File: src/rtl/mpmlm_pkg.sv
`default_nettype none

package mpmlm_pkg;

    // Default sizes of the polled system.
    localparam int IO_SLAVES_DEF   = 2;
    localparam int ATS_WORDS_DEF   = 8;
    localparam int IO_BYTES_DEF    = 4;
    localparam int FRAME_BYTES_DEF = 19;

    // Depth of the command queue between front and back.
    localparam int QUEUE_DEPTH = 4;

    // Input operation codes.
    localparam logic OP_TICK = 1'b0;
    localparam logic OP_BYTE = 1'b1;

    // Result kinds.
    localparam logic [1:0] KIND_TX     = 2'd0;
    localparam logic [1:0] KIND_VALUE  = 2'd1;
    localparam logic [1:0] KIND_STATUS = 2'd2;

    // Modbus function codes.
    localparam logic [7:0] FUNC_READ_HOLDING = 8'h03;
    localparam logic [7:0] FUNC_READ_INPUTS  = 8'h02;

    // Configuration register indexes.
    localparam logic [2:0] REG_ATS_ENABLE  = 3'd0;
    localparam logic [2:0] REG_IO_ENABLE   = 3'd1;
    localparam logic [2:0] REG_MODULE_CNT  = 3'd2;
    localparam logic [2:0] REG_ATS_ADDRESS = 3'd3;
    localparam logic [2:0] REG_IO_BASE     = 3'd4;
    localparam logic [2:0] REG_MISS_LIMIT  = 3'd5;
    localparam logic [2:0] REG_POLL_PERIOD = 3'd6;

    typedef struct packed {
        logic       ats_enable;
        logic       io_enable;
        logic [1:0] module_count;
        logic [7:0] ats_address;
        logic [7:0] io_base_address;
        logic [3:0] miss_limit;
        logic [7:0] poll_period;
    } cfg_t;

    // One unit of work for the back end: a poll of one slave or an accepted frame.
    typedef struct packed {
        logic       is_frame;
        logic       is_ats;
        logic       report;
        logic       last;
        logic [1:0] ch;
        logic [7:0] addr;
    } cmd_t;

    // One byte of CRC-16/MODBUS (reflected polynomial 0xA001).
    function automatic logic [15:0] crc16_byte(input logic [15:0] crc, input logic [7:0] b);
        logic [15:0] c;
        c = crc ^ {8'h00, b};
        for (int k = 0; k < 8; k++) begin
            c = c[0] ? ((c >> 1) ^ 16'hA001) : (c >> 1);
        end
        return c;
    endfunction

endpackage

`default_nettype wire

File: src/rtl/mpmlm_queue.sv
`default_nettype none

module mpmlm_queue #(
    parameter int DEPTH = 4
) (
    input  wire                 clk,
    input  wire                 rst_n,
    input  wire                 push,
    input  mpmlm_pkg::cmd_t     din,
    output logic                full,
    input  wire                 pop,
    output mpmlm_pkg::cmd_t     dout,
    output logic                not_empty
);
    import mpmlm_pkg::*;

    localparam int AW = (DEPTH > 1) ? $clog2(DEPTH) : 1;

    cmd_t            store_reg [DEPTH];
    logic [AW-1:0]   wr_ptr_reg, wr_ptr_next;
    logic [AW-1:0]   rd_ptr_reg, rd_ptr_next;
    logic [AW:0]     count_reg, count_next;
    logic            do_push, do_pop;

    assign full      = (count_reg == (AW+1)'(DEPTH));
    assign not_empty = (count_reg != '0);
    assign do_push   = push && !full;
    assign do_pop    = pop && not_empty;
    assign dout      = store_reg[rd_ptr_reg];

    always_comb
    begin
        wr_ptr_next = wr_ptr_reg;
        rd_ptr_next = rd_ptr_reg;
        count_next  = count_reg;
        if (do_push)
        begin
            wr_ptr_next = (wr_ptr_reg == AW'(DEPTH - 1)) ? '0 : wr_ptr_reg + 1'b1;
        end
        if (do_pop)
        begin
            rd_ptr_next = (rd_ptr_reg == AW'(DEPTH - 1)) ? '0 : rd_ptr_reg + 1'b1;
        end
        if (do_push && !do_pop)
        begin
            count_next = count_reg + 1'b1;
        end
        else if (do_pop && !do_push)
        begin
            count_next = count_reg - 1'b1;
        end
    end

    always_ff @(posedge clk or negedge rst_n)
    begin
        if (!rst_n)
        begin
            wr_ptr_reg <= '0;
            rd_ptr_reg <= '0;
            count_reg  <= '0;
        end
        else
        begin
            wr_ptr_reg <= wr_ptr_next;
            rd_ptr_reg <= rd_ptr_next;
            count_reg  <= count_next;
        end
    end

    always_ff @(posedge clk)
    begin
        if (do_push)
        begin
            store_reg[wr_ptr_reg] <= din;
        end
    end

endmodule

`default_nettype wire

File: src/rtl/mpmlm_front.sv
`default_nettype none

module mpmlm_front #(
    parameter int IO_SLAVES   = 2,
    parameter int FRAME_BYTES = 19
) (
    input  wire                 clk,
    input  wire                 rst_n,
    input  mpmlm_pkg::cfg_t     cfg,
    input  wire                 s_tvalid,
    output logic                s_tready,
    input  wire  [7:0]          s_tdata,
    input  wire  [2:0]          s_tuser,
    input  wire                 s_tlast,
    output logic                push,
    output mpmlm_pkg::cmd_t     cmd,
    input  wire                 full,
    input  wire                 frame_done,
    output logic [7:0]          frame [FRAME_BYTES]
);
    import mpmlm_pkg::*;

    localparam int SW = $clog2(IO_SLAVES + 1);
    localparam int NS = 2 ** SW;
    localparam int PW = $clog2(FRAME_BYTES + 1);
    localparam int FI = $clog2(FRAME_BYTES);

    typedef enum logic [1:0] {
        F_IDLE = 2'b01,
        F_POLL = 2'b10
    } fstate_t;

    fstate_t        state_reg, state_next;
    logic [SW-1:0]  slot_reg, slot_next;
    logic [SW-1:0]  end_reg, end_next;
    logic [7:0]     phase_reg, phase_next;
    logic           waiting_reg [NS];
    logic           waiting_next [NS];
    logic [3:0]     miss_reg [NS];
    logic [3:0]     miss_next [NS];
    logic           faulted_reg [NS];
    logic           faulted_next [NS];
    logic [7:0]     frame_reg [FRAME_BYTES];
    logic [PW-1:0]  pos_reg, pos_next;
    logic [1:0]     rxch_reg, rxch_next;
    logic           busy_reg, busy_next;

    logic           acc;
    logic           op;
    logic [1:0]     in_ch;
    logic [1:0]     ch_f;
    logic [1:0]     s_f;
    logic [7:0]     byte0;
    logic [3:0]     used;
    logic [SW-1:0]  sidx;
    logic           fvalid;
    logic [7:0]     period;
    logic [8:0]     phase_inc;
    logic           has_io;
    logic           frame_wr;

    assign op     = s_tuser[0];
    assign in_ch  = s_tuser[2:1];
    assign acc    = s_tvalid && s_tready;
    assign s_tready = (state_reg == F_IDLE) && !full && !busy_reg;

    assign used   = ({2'b00, cfg.module_count} > 4'(IO_SLAVES)) ? 4'(IO_SLAVES)
                                                                  : {2'b00, cfg.module_count};
    assign has_io = cfg.io_enable && (used != '0);
    assign period = (cfg.poll_period == '0) ? 8'd1 : cfg.poll_period;
    assign phase_inc = {1'b0, phase_reg} + 9'd1;

    assign ch_f  = (pos_reg == '0) ? in_ch : rxch_reg;
    assign s_f   = ch_f - 2'd1;
    assign byte0 = (pos_reg == '0) ? s_tdata : frame_reg[0];
    assign sidx  = (state_reg == F_POLL) ? slot_reg : SW'(ch_f);

    always_comb
    begin
        if (ch_f == 2'd0)
        begin
            fvalid = cfg.ats_enable && waiting_reg[sidx] && (byte0 == cfg.ats_address);
        end
        else
        begin
            fvalid = ({2'b00, s_f} < used) && cfg.io_enable && waiting_reg[sidx]
                     && (byte0 == cfg.io_base_address + {6'b000000, s_f});
        end
    end

    assign frame_wr = acc && (op == OP_BYTE) && (pos_reg < PW'(FRAME_BYTES));

    always_comb
    begin
        state_next   = state_reg;
        slot_next    = slot_reg;
        end_next     = end_reg;
        phase_next   = phase_reg;
        waiting_next = waiting_reg;
        miss_next    = miss_reg;
        faulted_next = faulted_reg;
        pos_next     = pos_reg;
        rxch_next    = rxch_reg;
        busy_next    = busy_reg;
        push         = 1'b0;
        cmd          = '0;

        if (frame_done)
        begin
            busy_next = 1'b0;
        end

        unique case (state_reg)
            F_IDLE:
            begin
                if (acc && (op == OP_TICK))
                begin
                    phase_next = (phase_inc >= {1'b0, period}) ? 8'd0 : phase_inc[7:0];
                    if ((phase_reg == '0) && (cfg.ats_enable || has_io))
                    begin
                        state_next = F_POLL;
                        slot_next  = cfg.ats_enable ? '0 : SW'(1);
                        end_next   = has_io ? SW'(used) : '0;
                    end
                end
                else if (acc)
                begin
                    if (pos_reg == '0)
                    begin
                        rxch_next = in_ch;
                    end
                    if (pos_reg < PW'(FRAME_BYTES))
                    begin
                        pos_next = pos_reg + 1'b1;
                    end
                    if (s_tlast)
                    begin
                        pos_next = '0;
                        if (fvalid)
                        begin
                            push               = 1'b1;
                            cmd.is_frame       = 1'b1;
                            cmd.is_ats         = (ch_f == 2'd0);
                            cmd.last           = 1'b1;
                            cmd.ch             = ch_f;
                            waiting_next[sidx] = 1'b0;
                            miss_next[sidx]    = '0;
                            faulted_next[sidx] = 1'b0;
                            busy_next          = 1'b1;
                        end
                    end
                end
            end
            F_POLL:
            begin
                if (!full)
                begin
                    push       = 1'b1;
                    cmd.is_ats = (slot_reg == '0);
                    cmd.last   = (slot_reg == end_reg);
                    cmd.ch     = 2'(slot_reg);
                    cmd.addr   = (slot_reg == '0) ? cfg.ats_address
                                 : cfg.io_base_address + 8'(slot_reg) - 8'd1;
                    if (waiting_reg[sidx])
                    begin
                        if (miss_reg[sidx] >= cfg.miss_limit)
                        begin
                            if (!faulted_reg[sidx])
                            begin
                                cmd.report         = 1'b1;
                                faulted_next[sidx] = 1'b1;
                            end
                        end
                        else
                        begin
                            miss_next[sidx] = miss_reg[sidx] + 4'd1;
                        end
                    end
                    waiting_next[sidx] = 1'b1;
                    if (slot_reg == end_reg)
                    begin
                        state_next = F_IDLE;
                    end
                    else
                    begin
                        slot_next = slot_reg + 1'b1;
                    end
                end
            end
            default:
            begin
                state_next = F_IDLE;
            end
        endcase
    end

    always_ff @(posedge clk or negedge rst_n)
    begin
        if (!rst_n)
        begin
            state_reg <= F_IDLE;
            slot_reg  <= '0;
            end_reg   <= '0;
            phase_reg <= '0;
            pos_reg   <= '0;
            rxch_reg  <= '0;
            busy_reg  <= 1'b0;
            for (int i = 0; i < NS; i++)
            begin
                waiting_reg[i] <= 1'b0;
                miss_reg[i]    <= '0;
                faulted_reg[i] <= 1'b0;
            end
        end
        else
        begin
            state_reg   <= state_next;
            slot_reg    <= slot_next;
            end_reg     <= end_next;
            phase_reg   <= phase_next;
            pos_reg     <= pos_next;
            rxch_reg    <= rxch_next;
            busy_reg    <= busy_next;
            waiting_reg <= waiting_next;
            miss_reg    <= miss_next;
            faulted_reg <= faulted_next;
        end
    end

    always_ff @(posedge clk)
    begin
        if (frame_wr)
        begin
            frame_reg[pos_reg[FI-1:0]] <= s_tdata;
        end
    end

    assign frame = frame_reg;

endmodule

`default_nettype wire

File: src/rtl/mpmlm_back.sv
`default_nettype none

module mpmlm_back #(
    parameter int ATS_WORDS   = 8,
    parameter int IO_BYTES    = 4,
    parameter int FRAME_BYTES = 19
) (
    input  wire                 clk,
    input  wire                 rst_n,
    input  wire                 cmd_valid,
    input  mpmlm_pkg::cmd_t     cmd,
    output logic                pop,
    input  wire  [7:0]          frame [FRAME_BYTES],
    output logic                frame_done,
    output logic                m_tvalid,
    input  wire                 m_tready,
    output logic [23:0]         m_tdata,
    output logic [3:0]          m_tuser,
    output logic                m_tlast
);
    import mpmlm_pkg::*;

    localparam int MAXN = (ATS_WORDS > IO_BYTES) ? ((ATS_WORDS > 8) ? ATS_WORDS : 8)
                                                 : ((IO_BYTES > 8) ? IO_BYTES : 8);
    localparam int CW = $clog2(MAXN);
    localparam int NV = 2 ** CW;

    typedef enum logic [3:0] {
        B_IDLE  = 4'b0001,
        B_VAL   = 4'b0010,
        B_STAT  = 4'b0100,
        B_REQ   = 4'b1000
    } bstate_t;

    bstate_t        state_reg, state_next;
    cmd_t           cmd_reg, cmd_next;
    logic [CW-1:0]  cnt_reg, cnt_next;
    logic [15:0]    crc_reg, crc_next;
    logic           valid_reg, valid_next;
    logic [1:0]     kind_reg, kind_next;
    logic [1:0]     och_reg, och_next;
    logic [2:0]     idx_reg, idx_next;
    logic [15:0]    data_reg, data_next;
    logic           fault_reg, fault_next;
    logic           last_reg, last_next;

    logic [15:0]    ats_word [NV];
    logic [7:0]     io_val [NV];
    logic           out_free;
    logic [CW-1:0]  n_last;
    logic [7:0]     req_byte;

    for (genvar i = 0; i < NV; i++)
    begin : g_words
        localparam int HI = 3 + 2 * i;
        localparam int LO = 4 + 2 * i;
        localparam int IB = 3 + i;
        if (i < ATS_WORDS && HI < FRAME_BYTES)
        begin : g_hi
            assign ats_word[i][15:8] = frame[HI];
        end
        else
        begin : g_hi0
            assign ats_word[i][15:8] = 8'h00;
        end
        if (i < ATS_WORDS && LO < FRAME_BYTES)
        begin : g_lo
            assign ats_word[i][7:0] = frame[LO];
        end
        else
        begin : g_lo0
            assign ats_word[i][7:0] = 8'h00;
        end
        if (i < IO_BYTES && IB < FRAME_BYTES)
        begin : g_io
            assign io_val[i] = frame[IB];
        end
        else
        begin : g_io0
            assign io_val[i] = 8'h00;
        end
    end

    assign out_free = !valid_reg || m_tready;
    assign n_last   = cmd_reg.is_ats ? CW'(ATS_WORDS - 1) : CW'(IO_BYTES - 1);

    always_comb
    begin
        unique case (cnt_reg[2:0])
            3'd0: req_byte = cmd_reg.addr;
            3'd1: req_byte = cmd_reg.is_ats ? FUNC_READ_HOLDING : FUNC_READ_INPUTS;
            3'd2: req_byte = 8'h00;
            3'd3: req_byte = 8'h00;
            3'd4: req_byte = 8'h00;
            3'd5: req_byte = cmd_reg.is_ats ? 8'(ATS_WORDS) : 8'(IO_BYTES * 8);
            3'd6: req_byte = crc_reg[15:8];
            3'd7: req_byte = crc_reg[7:0];
            default: req_byte = 8'h00;
        endcase
    end

    always_comb
    begin
        state_next = state_reg;
        cmd_next   = cmd_reg;
        cnt_next   = cnt_reg;
        crc_next   = crc_reg;
        kind_next  = kind_reg;
        och_next   = och_reg;
        idx_next   = idx_reg;
        data_next  = data_reg;
        fault_next = fault_reg;
        last_next  = last_reg;
        valid_next = m_tready ? 1'b0 : valid_reg;
        pop        = 1'b0;
        frame_done = 1'b0;

        unique case (state_reg)
            B_IDLE:
            begin
                if (cmd_valid)
                begin
                    pop      = 1'b1;
                    cmd_next = cmd;
                    cnt_next = '0;
                    crc_next = 16'hFFFF;
                    state_next = (cmd.is_frame || cmd.report) ? B_VAL : B_REQ;
                end
            end
            B_VAL:
            begin
                if (out_free)
                begin
                    valid_next = 1'b1;
                    kind_next  = KIND_VALUE;
                    och_next   = cmd_reg.ch;
                    idx_next   = cnt_reg[2:0];
                    fault_next = 1'b0;
                    last_next  = 1'b0;
                    if (!cmd_reg.is_frame)
                    begin
                        data_next = 16'h0000;
                    end
                    else if (cmd_reg.is_ats)
                    begin
                        data_next = ats_word[cnt_reg];
                    end
                    else
                    begin
                        data_next = {8'h00, io_val[cnt_reg]};
                    end
                    if (cnt_reg == n_last)
                    begin
                        state_next = B_STAT;
                    end
                    else
                    begin
                        cnt_next = cnt_reg + 1'b1;
                    end
                end
            end
            B_STAT:
            begin
                if (out_free)
                begin
                    valid_next = 1'b1;
                    kind_next  = KIND_STATUS;
                    och_next   = cmd_reg.ch;
                    idx_next   = '0;
                    data_next  = 16'h0000;
                    fault_next = !cmd_reg.is_frame;
                    last_next  = cmd_reg.is_frame;
                    cnt_next   = '0;
                    if (cmd_reg.is_frame)
                    begin
                        frame_done = 1'b1;
                        state_next = B_IDLE;
                    end
                    else
                    begin
                        state_next = B_REQ;
                    end
                end
            end
            B_REQ:
            begin
                if (out_free)
                begin
                    valid_next = 1'b1;
                    kind_next  = KIND_TX;
                    och_next   = cmd_reg.ch;
                    idx_next   = cnt_reg[2:0];
                    data_next  = {8'h00, req_byte};
                    fault_next = 1'b0;
                    last_next  = cmd_reg.last && (cnt_reg[2:0] == 3'd7);
                    if (cnt_reg[2:0] < 3'd6)
                    begin
                        crc_next = crc16_byte(crc_reg, req_byte);
                    end
                    if (cnt_reg[2:0] == 3'd7)
                    begin
                        state_next = B_IDLE;
                    end
                    else
                    begin
                        cnt_next = cnt_reg + 1'b1;
                    end
                end
            end
            default:
            begin
                state_next = B_IDLE;
            end
        endcase
    end

    always_ff @(posedge clk or negedge rst_n)
    begin
        if (!rst_n)
        begin
            state_reg <= B_IDLE;
            valid_reg <= 1'b0;
        end
        else
        begin
            state_reg <= state_next;
            valid_reg <= valid_next;
        end
    end

    always_ff @(posedge clk)
    begin
        cmd_reg   <= cmd_next;
        cnt_reg   <= cnt_next;
        crc_reg   <= crc_next;
        kind_reg  <= kind_next;
        och_reg   <= och_next;
        idx_reg   <= idx_next;
        data_reg  <= data_next;
        fault_reg <= fault_next;
        last_reg  <= last_next;
    end

    assign m_tvalid = valid_reg;
    assign m_tdata  = {4'h0, fault_reg, data_reg, idx_reg};
    assign m_tuser  = {och_reg, kind_reg};
    assign m_tlast  = last_reg;

endmodule

`default_nettype wire

File: src/rtl/modbus_poll_master_link_monitor.sv
// Modbus polling master with link monitoring for one transfer-switch slave
// and up to IO_SLAVES input slaves.
// Input stream (s_*): each beat is a time tick or one received response byte.
// A poll round runs on the first tick after reset and every poll_period ticks;
// each enabled slave then gets an 8-byte read request on the output stream.
// Received bytes are gathered into a frame; a frame from a waiting slave with a
// matching address gives value updates and a fault status with fault clear.
// Output stream (m_*): transmit bytes, value updates and fault status beats,
// tlast marking the final beat caused by one input beat.
// Throughput: a received byte is taken every cycle while the front part is idle
// and the command queue has room, except that while a frame's values are still
// being sent no further input beat is taken. A polling tick starts a pass in the
// front part that queues one command per polled slave, taking no input meanwhile.
// The back part sends one beat a cycle unless the receiver stalls, passing its idle
// state between slave commands, folding the first six request bytes into the CRC.
// A four-entry command queue lets input beats be taken while output stalls;
// when it fills, s_tready drops until the receiver takes beats again.
// Reset (rst_n, asynchronous) clears all slave state, the tick phase and the
// frame position, and loads the configuration defaults. No clearing pass.
`default_nettype none

module modbus_poll_master_link_monitor #(
    parameter int IO_SLAVES   = mpmlm_pkg::IO_SLAVES_DEF,
    parameter int ATS_WORDS   = mpmlm_pkg::ATS_WORDS_DEF,
    parameter int IO_BYTES    = mpmlm_pkg::IO_BYTES_DEF,
    parameter int FRAME_BYTES = mpmlm_pkg::FRAME_BYTES_DEF
) (
    input  wire         clk,
    input  wire         rst_n,
    input  wire         cfg_we,
    input  wire  [2:0]  cfg_index,
    input  wire  [7:0]  cfg_data,
    input  wire         s_tvalid,
    output logic        s_tready,
    input  wire  [7:0]  s_tdata,    // rx_byte
    input  wire  [2:0]  s_tuser,    // operation [0], channel [2:1]
    input  wire         s_tlast,    // frame_end
    output logic        m_tvalid,
    input  wire         m_tready,
    output logic [23:0] m_tdata,    // index [2:0], data [18:3], fault [19], zero [23:20]
    output logic [3:0]  m_tuser,    // kind [1:0], out_channel [3:2]
    output logic        m_tlast     // last
);
    import mpmlm_pkg::*;

    cfg_t   cfg_reg, cfg_next;
    logic   push;
    cmd_t   cmd_in;
    cmd_t   cmd_out;
    logic   full;
    logic   not_empty;
    logic   pop;
    logic   frame_done;
    logic [7:0] frame [FRAME_BYTES];

    // Configuration writes land straight in the register file.
    always_comb
    begin
        cfg_next = cfg_reg;
        if (cfg_we)
        begin
            unique case (cfg_index)
                REG_ATS_ENABLE:  cfg_next.ats_enable      = cfg_data[0];
                REG_IO_ENABLE:   cfg_next.io_enable       = cfg_data[0];
                REG_MODULE_CNT:  cfg_next.module_count    = cfg_data[1:0];
                REG_ATS_ADDRESS: cfg_next.ats_address     = cfg_data;
                REG_IO_BASE:     cfg_next.io_base_address = cfg_data;
                REG_MISS_LIMIT:  cfg_next.miss_limit      = cfg_data[3:0];
                REG_POLL_PERIOD: cfg_next.poll_period     = cfg_data;
                default:         cfg_next = cfg_reg;
            endcase
        end
    end

    always_ff @(posedge clk or negedge rst_n)
    begin
        if (!rst_n)
        begin
            cfg_reg.ats_enable      <= 1'b0;
            cfg_reg.io_enable       <= 1'b0;
            cfg_reg.module_count    <= 2'd0;
            cfg_reg.ats_address     <= 8'd1;
            cfg_reg.io_base_address <= 8'd2;
            cfg_reg.miss_limit      <= 4'd5;
            cfg_reg.poll_period     <= 8'd20;
        end
        else
        begin
            cfg_reg <= cfg_next;
        end
    end

    // Front: takes input beats, keeps the link state, issues commands.
    mpmlm_front #(
        .IO_SLAVES   (IO_SLAVES),
        .FRAME_BYTES (FRAME_BYTES)
    ) u_front (
        .clk        (clk),
        .rst_n      (rst_n),
        .cfg        (cfg_reg),
        .s_tvalid   (s_tvalid),
        .s_tready   (s_tready),
        .s_tdata    (s_tdata),
        .s_tuser    (s_tuser),
        .s_tlast    (s_tlast),
        .push       (push),
        .cmd        (cmd_in),
        .full       (full),
        .frame_done (frame_done),
        .frame      (frame)
    );

    mpmlm_queue #(
        .DEPTH (QUEUE_DEPTH)
    ) u_queue (
        .clk       (clk),
        .rst_n     (rst_n),
        .push      (push),
        .din       (cmd_in),
        .full      (full),
        .pop       (pop),
        .dout      (cmd_out),
        .not_empty (not_empty)
    );

    // Back: expands each command into output beats.
    mpmlm_back #(
        .ATS_WORDS   (ATS_WORDS),
        .IO_BYTES    (IO_BYTES),
        .FRAME_BYTES (FRAME_BYTES)
    ) u_back (
        .clk        (clk),
        .rst_n      (rst_n),
        .cmd_valid  (not_empty),
        .cmd        (cmd_out),
        .pop        (pop),
        .frame      (frame),
        .frame_done (frame_done),
        .m_tvalid   (m_tvalid),
        .m_tready   (m_tready),
        .m_tdata    (m_tdata),
        .m_tuser    (m_tuser),
        .m_tlast    (m_tlast)
    );

endmodule

`default_nettype wire

File: config.mk
export PLATFORM = sky130hd
export DESIGN_NAME = modbus_poll_master_link_monitor
export DESIGN_NICKNAME = d
export VERILOG_FILES = /design/src/rtl/mpmlm_pkg.sv /design/src/rtl/mpmlm_queue.sv /design/src/rtl/mpmlm_front.sv /design/src/rtl/mpmlm_back.sv /design/src/rtl/modbus_poll_master_link_monitor.sv
export SDC_FILE = /design/constraint.sdc
export NUM_CORES = 1
export LEC_CHECK = 0
export ABC_AREA = 1
export ABC_CLOCK_PERIOD_IN_PS = 12200
export BUFFER_PORTS_ARGS = -buffer_cell sky130_fd_sc_hd__buf_4
export CAP_MARGIN = 20
export CORE_ASPECT_RATIO = 0.6
export CORE_MARGIN = 1.5
export CORE_UTILIZATION = 50
export CTS_BUF_LIST = sky130_fd_sc_hd__clkbuf_16
export DETAILED_ROUTE_END_ITERATION = 12
export PLACE_DENSITY_LB_ADDON = 0.05
export SLEW_MARGIN = 10
export SYNTH_ARGS = -nofsm -noshare
export SYNTH_HDL_FRONTEND = slang
export SYNTH_SLANG_ARGS = --single-unit
File: constraint.sdc
create_clock -name clk -period 12.2 [get_ports clk]
set_input_delay 1.83 -clock clk [delete_from_list [all_inputs] [get_ports clk]]
set_output_delay 1.83 -clock clk [all_outputs]
set_load 0.01 [all_outputs]
==> flow_summary.toml, run 1 <==
[pwr]
power_density_nw_per_um2 = 261
peakVddDrop_mv = 0.102
p_leak_nw = 7.86

[place]
place_area_um2 = 17500
hpwlAfterDp_um = 29500
dp_cells = 2203
routabilityCongestion = 0.886
port_buffers = 54

[setup_path]
ff2ff_path_depth = 29
r2r-start = "u_front.pos_reg[0]"
slowest_stage = "ha_1"
arrival_ns = 5.70
cp-start-kind = "flop"
cp_top_family = "adder cells"
r2r_end = "u_queue.count_reg[2]"
r2r_setup_slack_ns = 6.91
max_stage_delay_ns = 0.57
end_kind = "flop"
worstSetupPathType = "reg -> reg"
crit_buf_inv = 6
cp_data_required_time_ns = 12.62
critPathMaxFanout = 18
critical_path.most_common_cell = "nand2_1"

[yosys]
yosys.area.top_type = "edfxtp_1"
synth-seq-area-share_pct = 58.5
ys_warn_count = 0
synth_flop_cell = "edfxtp_1"
synth_common_cells = "nand2_1, edfxtp_1, nor2_1, inv_1, o21ai_0"
synth_edf_count = 249
synth-adder-area-share_pct = 4.04
synth_top_family_by_area = "simple AND/OR/NAND/NOR gates"
synth.ff_latch_count = 339
synth_area_um2 = 16600
synth_top_area_share_pct = 44.9
synthCells = 1743
synth_compound_area_share_pct = 10.1
synthTopCellsByArea = "edfxtp_1, dfrtp_1, nand2_1"
synth.distinct_cells = 60
syn_area_per_cell_um2 = 9.55
synth-simple-area-share_pct = 20.7
synth.area.mux_share_pct = 0.0676
synthArstFlopShare_pct = 26.5
synth_xor_area_share_pct = 0.842
yosysMostFrequentCell = "nand2_1"

[sta]
tightestPinTransition_ns = 0.971
finalHoldViolCount = 0
period_share_pct = 43.3
rsz0062_at_grt = "no"
fin_tns_setup_ns = 0
relSlewSlack_pct = 35.2
layout_min_cycle_time_ns = 5.29
fmax_mhz = 189
final-setup-viol-count = 0
final_max_slew_viol_count = 0
clock_skew_ns = 0.0308

[floorplanning]
die_h_um = 144
num_rows = 51
io-pin-count = 59
die_area_um2 = 34400
core_area_um2 = 32600
die_x_um = 239
start_util_pct = 51.1

[cts]
cts_made_buffers = 34
ctsResizeCount = 0
htreeDepth = 2
cts_tree = "yes"
postCtsHoldBufs = 0
post_cts_buffers = 0
root_buffer = "clkbuf_16"
cts.sinks = 339
clockBufferDepth = 3
clk_latency_ns = 0.55
clk_pin_slew_ns = 0.06

[final_layout]
largest_reg_flops = 136
design_area_um2 = 18600
stdcell_count = 2267
drive_gt1_share_pct = 10.0
syn2layout_area_growth_pct = 11.7
nets = 1872

[route]
drc = 0
final_antenna_net_count = 0
vias = 12400
first_pass_iters = 6
dr.first_iter.drc_count = 1422
routed_wl_um = 42200
routedWlPerCell_um = 18.6
avgViaCountPerCell = 5.49

[global_route]
grt_usage_pct = 25.0
grt_start_max_net_pins = 77
grt_pass1_vias = 11100
antenna_found_initial = 1
grt_pass1_wl_um = 65400
overflow = 0

[min_path]
hold_end = "u_back.och_reg[0]"
worstHoldPathType = "reg -> reg"
holdPathStages = 0
hold_path_startpoint = "u_back.cmd_reg[8]"

[outcome]
outcome = "finished clean"

[flow_run]
max_cap_violations = 0
## through the flow
stage / setup slack, ns / hold WS [ns] / util, % / power [mW]
6_report: 6.91 / 0.426 / 57.0 / 4.85
5_1_grt: 6.46 / 0.442 / 57.0 / 5.21
4_1_cts: 6.89 / 0.429 / 56.9 / 4.84
3_5_place_dp: 6.48 / 0.414 / 53.5 / 3.78
3_3_place_gp: 6.56 / 0.425 / 53.5 / 3.73
2_1_floorplan: 7.16 / 0.400 / - / 3.15
## where the power goes
part           leakage [nW]  switching, mW  internal (mW)  total, mW
Sequential             3.38          0.136           1.49       1.63
Combinational          3.89           1.50          0.659       2.16
Clock                 0.586          0.452          0.607       1.06
## per-layer routing
| metal | part of all wire [%] | track usage (%) | vias up |
|---|---|---|---|
| met3 | 7.8 | 4.58 | 43 |
| met1 | 53 | 43.2 | 5966 |
| li1 | - | - | 6019 |
| met4 | 1.3 | 4.96 | 0 |
| met2 | 38 | 31.2 | 421 |
| met5 | 0 | 0 | - |
## area by class of cell
cell class | instances | area, um2
tap | 450 | 563
clock buffer | 35 | 876
multi-input combinational | 1167 | 5990
inverter | 183 | 689
clock inverter | 25 | 235
sequential | 339 | 9740
timing repair buffer | 67 | 503
fill | 2849 | 14000
antenna | 1 | 2.50
## kinds of logic (layout without fill, tap and decap cells)
| logic type | after synthesis | in the layout |
|---|---|---|
| simple gates | 795 | 795 |
| flops | 339 | 339 |
| compound gates | 299 | 299 |
| buf+inv | 240 | 310 |
| fa+ha+maj | 52 | 52 |
| xor+xnor | 16 | 16 |
| other cells | 1 | 5 |
| mux | 1 | 1 |
## worst max-delay path by stage
stage | from | slack [ns] | cells after the start | endpoint
finish | u_front.pos_reg[0] | 6.91 | 29 | u_queue.count_reg[2]
global route | u_front.pos_reg[0] | 6.46 | 29 | u_queue.count_reg[2]
CTS | u_front.pos_reg[0] | 6.89 | 29 | u_queue.count_reg[2]
detailed placement | s_tuser[2] | 6.48 | 28 | u_queue.count_reg[2]
global placement | s_tuser[2] | 6.56 | 22 | u_queue.store_reg[2][1]
floorplan | s_tuser[2] | 7.16 | 27 | u_queue.count_reg[2]
## placed cells by master (no fill, tap or decap), types with 3 or more instances in the layout
cell type	synthesis	routed
xnor2_1	7	7
nor4_1	4	3
inv_2	6	7
o211ai_1	10	10
clkbuf_16	0	35
o22ai_1	33	33
nand3_2	3	3
nor3_2	2	3
o21ai_0	171	170
o21ai_2	2	3
clkinv_1	1	3
nand2_2	10	10
edfxtp_1	249	249
inv_1	175	187
a21oi_1	47	47
nor2_2	12	12
nor2_4	3	3
nor3_1	11	10
fa_1	3	3
bufinv_16	0	4
ha_1	49	49
buf_4	7	66
a21boi_0	9	9
nand3_1	106	106
a31oi_1	5	5
conb_1	1	4
nand2_1	391	391
dfstp_2	8	8
nand4_1	25	25
a31o_2	8	8
xor2_1	9	9
dfrtp_1	82	82
nor2_1	207	207
nand3b_1	8	8
Note: power is estimated with default switching activity, not from simulation.
==> inputs of run 2 (changes only) <==
- ABC_CLOCK_PERIOD_IN_PS: 12200 -> 4450
- clock period: 12.2 -> 4.45 ns (I/O delays scaled with it)
==> run 2 against run 1 <==
Against the previous run:
- clock power increased to 2.7 times the previous value
- cell area is 0.70% higher
- clock skew is 0.0052 ns lower
- global-route usage increased by 0.054 points
- combinational power rose to 2.8 times the previous value
- register-to-register slack lost 6.6 ns
- critical path type unchanged
- highest routed layer unchanged
==> flow_summary.toml, run 2 (synthesis gave the netlist of run 1 again) <==
[pwr]
switchingPower_mw = 5.80
comb_power_share_pct = 45.8
power_density_nw_per_um2 = 713
peakVddDrop_mv = 0.297
p_int_mw = 7.56
clkPwrFrac_pct = 21.1
p_leak_nw = 7.90
pwr-share-seq_pct = 33.1
p_sw_share_pct = 43.4

[sta]
period_share_pct = 91.9
final_max_slew_viol_count = 0
fin_tns_setup_ns = 0
final-setup-viol-count = 0
fmax_mhz = 245
finalHoldViolCount = 0
tightestPinTransition_ns = 0.936
clock_skew_ns = 0.0256
setup_slack_ns = 0.362
relSlewSlack_pct = 37.3
layout_min_cycle_time_ns = 4.09

[floorplanning]
start_util_pct = 51.1
die_x_um = 239
core_area_um2 = 32600
die_area_um2 = 34400
die_h_um = 144
io-pin-count = 59
num_rows = 51

[place]
place_area_um2 = 17600
port_buffers = 54
dp_cells = 2218
hpwlAfterDp_um = 29600
routabilityCongestion = 0.877
pre_cts_slack_ns = -0.0238

[route]
final_antenna_net_count = 0
avgViaCountPerCell = 5.45
routedWlPerCell_um = 18.5
vias = 12500
first_pass_iters = 7
routed_wl_um = 42200
drc = 0
dr.first_iter.drc_count = 1107

[global_route]
antenna_found_initial = 0
use_met3_pct = 5.38
grt_pass1_vias = 11500
grt_pass1_wl_um = 66000
met1_usage_pct = 41.8
grtUsageMet2_pct = 32.6
overflow = 0
grt_usage_pct = 25.1
grt.busiest_layer = "met1"
grt_start_max_net_pins = 74

[setup_path]
end_kind = "flop"
cp_data_required_time_ns = 4.85
r2r_end = "u_queue.count_reg[2]"
critical_path.most_common_cell = "nand2_1"
max_stage_delay_ns = 0.48
r2r_setup_slack_ns = 0.36
critPathMaxFanout = 8
arrival_ns = 4.49
slowest_stage = "dfrtp_2"
worstSetupPathType = "reg -> reg"
cp_top_family = "adder cells"
crit_buf_inv = 4
ff2ff_path_depth = 25
r2r-start = "u_front.pos_reg[3]"
cp-start-kind = "flop"

[cts]
cts_tree = "yes"
cts.sinks = 339
clk_pin_slew_ns = 0.06
clk_latency_ns = 0.55
cts_made_buffers = 35
root_buffer = "clkbuf_16"
htreeDepth = 2
clockBufferDepth = 3

[final_layout]
layout_common_cells = "nand2_1, edfxtp_1, nor2_1, inv_1, o21ai_0"
design_area_um2 = 18700
drive_gt1_share_pct = 11.6
layout_commonest_cell = "nand2_1"
syn2layout_area_growth_pct = 12.5
final_util_pct = 57.4
nets = 1888
n_antenna_cell = 0
largest_reg_flops = 136
stdcell_count = 2283

[outcome]
outcome = "finished clean"

[flow_run]
max_cap_violations = 0

[min_path]
worstHoldPathType = "in -> async"
-- run 2: cell count changes in the layout (fill, tap and decap cells not counted), moves of 2 or more --
cell / before / now
inv_2: 7 / 11
clkinv_1: 3 / 8
dfrtp_1: 82 / 80
fa_2: 0 / 2
inv_1: 187 / 178
fa_1: 3 / 1
clkinv_2: 2 / 5
bufinv_16: 4 / 2
buf_4: 66 / 81
nand2_2: 10 / 13
nand2_1: 391 / 388
dfrtp_2: 0 / 2
-- run 2: stage by stage --
step | hold slack [ns] | power (mW)
after floorplan | 0.372 | 8.63
after global placement | 0.406 | 10.3
after detailed placement | 0.414 | 10.5
after CTS | 0.260 | 13.3
after global routing | 0.279 | 14.4
final | 0.210 | 13.4
-- run 2: area by class of cell --
class / instances / area (um2)
multi-input combinational: 1167 / 6020
clock inverter: 27 / 213
timing repair buffer: 82 / 619
clock buffer: 35 / 876
fill: 2884 / 13900
tap: 450 / 563
inverter: 183 / 689
sequential: 339 / 9740
-- run 2: timing repair --
item,CTS,global route
hold buffers,0,0
pin swaps,0,2
setup buffers,0,3
resized for setup,1,15
gates cloned,0,0
setup endpoints to repair,1,2
-- run 2: how the worst max path moves through the flow --
stage / end / start / depth (start not counted)
finish: u_queue.count_reg[2] / u_front.pos_reg[3] / 25
global route: u_queue.count_reg[2] / u_front.pos_reg[1] / 29
CTS: u_queue.count_reg[2] / u_front.pos_reg[3] / 25
detailed placement: u_queue.count_reg[2] / u_front.pos_reg[1] / 26
global placement: u_queue.count_reg[2] / u_front.pos_reg[1] / 26
floorplan: u_queue.count_reg[2] / u_front.pos_reg[0] / 30
-- run 2: per-layer routing --
layer	routed length, um	up-vias	share of wire [%]
li1	-	6047	-
met2	16100	355	38
met5	0	-	0
met3	3150	50	7.5
met1	22400	6000	53
met4	526	0	1.2
-- run 2: power groups by stage --
stage / Combinational (mW) / Clock (mW) / Sequential (mW)
finish: 6.12 / 2.82 / 4.42
global route: 6.89 / 3.01 / 4.47
CTS: 6.00 / 2.87 / 4.42
detailed placement: 5.98 / 0 / 4.47
global placement: 5.88 / 0 / 4.47
floorplan: 4.22 / 0 / 4.41
==> inputs of run 3 (changes only) <==
- CORE_UTILIZATION: 50 -> 35
- HOLD_SLACK_MARGIN: default -> 0.03
==> run 3 against run 2 <==
Against the previous run:
- setup slack gained 0.073 ns
- sequential cell count is the same
- wire length grew 7.9%
- largest power group unchanged
==> flow_summary.toml, run 3 (synthesis gave the netlist of run 1 again) <==
[sta]
rsz0062_at_grt = "no"
setup_slack_ns = 0.435
layout_min_cycle_time_ns = 4.01
fin_tns_setup_ns = 0
final_max_slew_viol_count = 0
clock_skew_ns = 0.0244
finalHoldViolCount = 0
fmax_mhz = 249
fin_hold_ws_ns = 0.157
period_share_pct = 90.2
final-setup-viol-count = 0
tightestPinTransition_ns = 0.912
relSlewSlack_pct = 39.1

[global_route]
antenna_found_initial = 1
overflow = 0
grt_usage_pct = 18.8
grt_pass1_wl_um = 70400
grt_pass1_vias = 11600
grt_start_max_net_pins = 74

[final_layout]
largest_reg_flops = 136
layout_commonest_cell = "nand2_1"
final_util_pct = 41.1
nets = 1898
syn2layout_area_growth_pct = 15.0
stdcell_count = 2474
n_antenna_cell = 0
layout_common_cells = "nand2_1, edfxtp_1, nor2_1, inv_1, o21ai_0"
drive_gt1_share_pct = 12.1

[setup_path]
r2r-start = "u_front.pos_reg[1]"
ff2ff_path_depth = 29
end_kind = "flop"
arrival_ns = 4.44
max_stage_delay_ns = 0.45
worstSetupPathType = "reg -> reg"
crit_path_start = "u_front.pos_reg[1]"
critical_path.endpoint = "u_queue.count_reg[2]"
cp-start-kind = "flop"
slowest_stage = "fa_2"
r2r_setup_slack_ns = 0.44
cp_data_required_time_ns = 4.87
critical_path.most_common_cell = "nand2_1"
r2r_end = "u_queue.count_reg[2]"
critPathMaxFanout = 6

[pwr]
p_leak_nw = 7.99
power_density_nw_per_um2 = 723
peakVddDrop_mv = 0.299

[cts]
cts.sinks = 339
clk_pin_slew_ns = 0.06
root_buffer = "clkbuf_16"
cts_made_buffers = 37
clockBufferDepth = 3
htreeDepth = 2
clk_latency_ns = 0.56
postCtsHoldBufs = 0
cts_tree = "yes"

[route]
first_pass_iters = 5
final_antenna_net_count = 0
routed_wl_um = 45500
vias = 12300
dr.first_iter.drc_count = 1173
avgViaCountPerCell = 4.99
routedWlPerCell_um = 18.4
drc = 0

[floorplanning]
die_area_um2 = 48900
die_h_um = 172
core_area_um2 = 46600
io-pin-count = 59
num_rows = 61
die_x_um = 285
start_util_pct = 35.7

[place]
hpwlAfterDp_um = 32200
pre_cts_slack_ns = 0.0420
routabilityCongestion = 0.891
dp_cells = 2407
port_buffers = 54

[flow_run]
max_cap_violations = 0

[min_path]
worstHoldPathType = "in -> async"

[outcome]
outcome = "finished clean"
==> run 3: cell type report <==
cell class / instances / area [um2]
Clock inverter: 28 / 308
Clock buffer: 37 / 926
Multi-Input combinational cell: 1167 / 6020
Inverter: 183 / 689
Tap cell: 630 / 788
Fill cell: 4582 / 27500
Sequential cell: 339 / 9740
Timing Repair Buffer: 90 / 676
==> run 3: what timing repair did <==
action | in CTS | in global routing
setup endpoints to repair | 0 | 29
gates resized for setup | 0 | 14
setup buffers | 0 | 2
==> run 3: worst min-delay path by stage <==
stage | slack, ns | endpoint | startpoint
3_5_place_dp | 0.40 | u_back.och_reg[0] | u_back.cmd_reg[8]
3_3_place_gp | 0.40 | u_back.och_reg[1] | u_back.cmd_reg[9]
5_1_grt | 0.19 | u_back.state_reg[1] | rst_n
6_report | 0.16 | u_front.miss_reg[5] | rst_n
4_1_cts | 0.16 | u_back.state_reg[1] | rst_n
2_1_floorplan | 0.37 | asynchronous set/reset pin | rst_n
==> run 3: power by group <==
group	leakage [nW]	total, mW	switching (mW)	internal [mW]
logic	4.00	6.27	4.32	1.95
registers	3.38	4.41	0.323	4.08
clock network	0.609	3.17	1.34	1.83
==> run 3: critical path, delay by kind of cell, from the launching register on <==
family | cells | cell delay, ns
AOI/OAI and AO/OA | 3 | 0.38
xor gates and xnor gates | 1 | 0.14
adders and majority gates | 5 | 1.36
buffers and inverters | 6 | 0.43
DFF | 1 | 0.39
and+or+nand+nor | 14 | 1.16
==> run 3: metal layers <==
| layer | global-route usage [%] | routed length (um) | vias to the layer above |
|---|---|---|---|
| li1 | - | - | 6067 |
| met1 | 31.7 | 25200 | 5974 |
| met2 | 24.7 | 17200 | 261 |
| met3 | 2.60 | 2440 | 46 |
| met4 | 3.49 | 594 | 0 |
| met5 | 0 | 0 | - |
==> run 3: per-stage QoR <==
| stage | cell area (um2) | total power, mW |
|---|---|---|
| after floorplan | 16700 | 8.63 |
| after detailed placement | 17900 | 10.6 |
| after CTS | 19100 | 13.9 |
| after global routing | 19100 | 15.0 |
| after global placement | 17900 | 10.6 |
| final | 19100 | 13.8 |
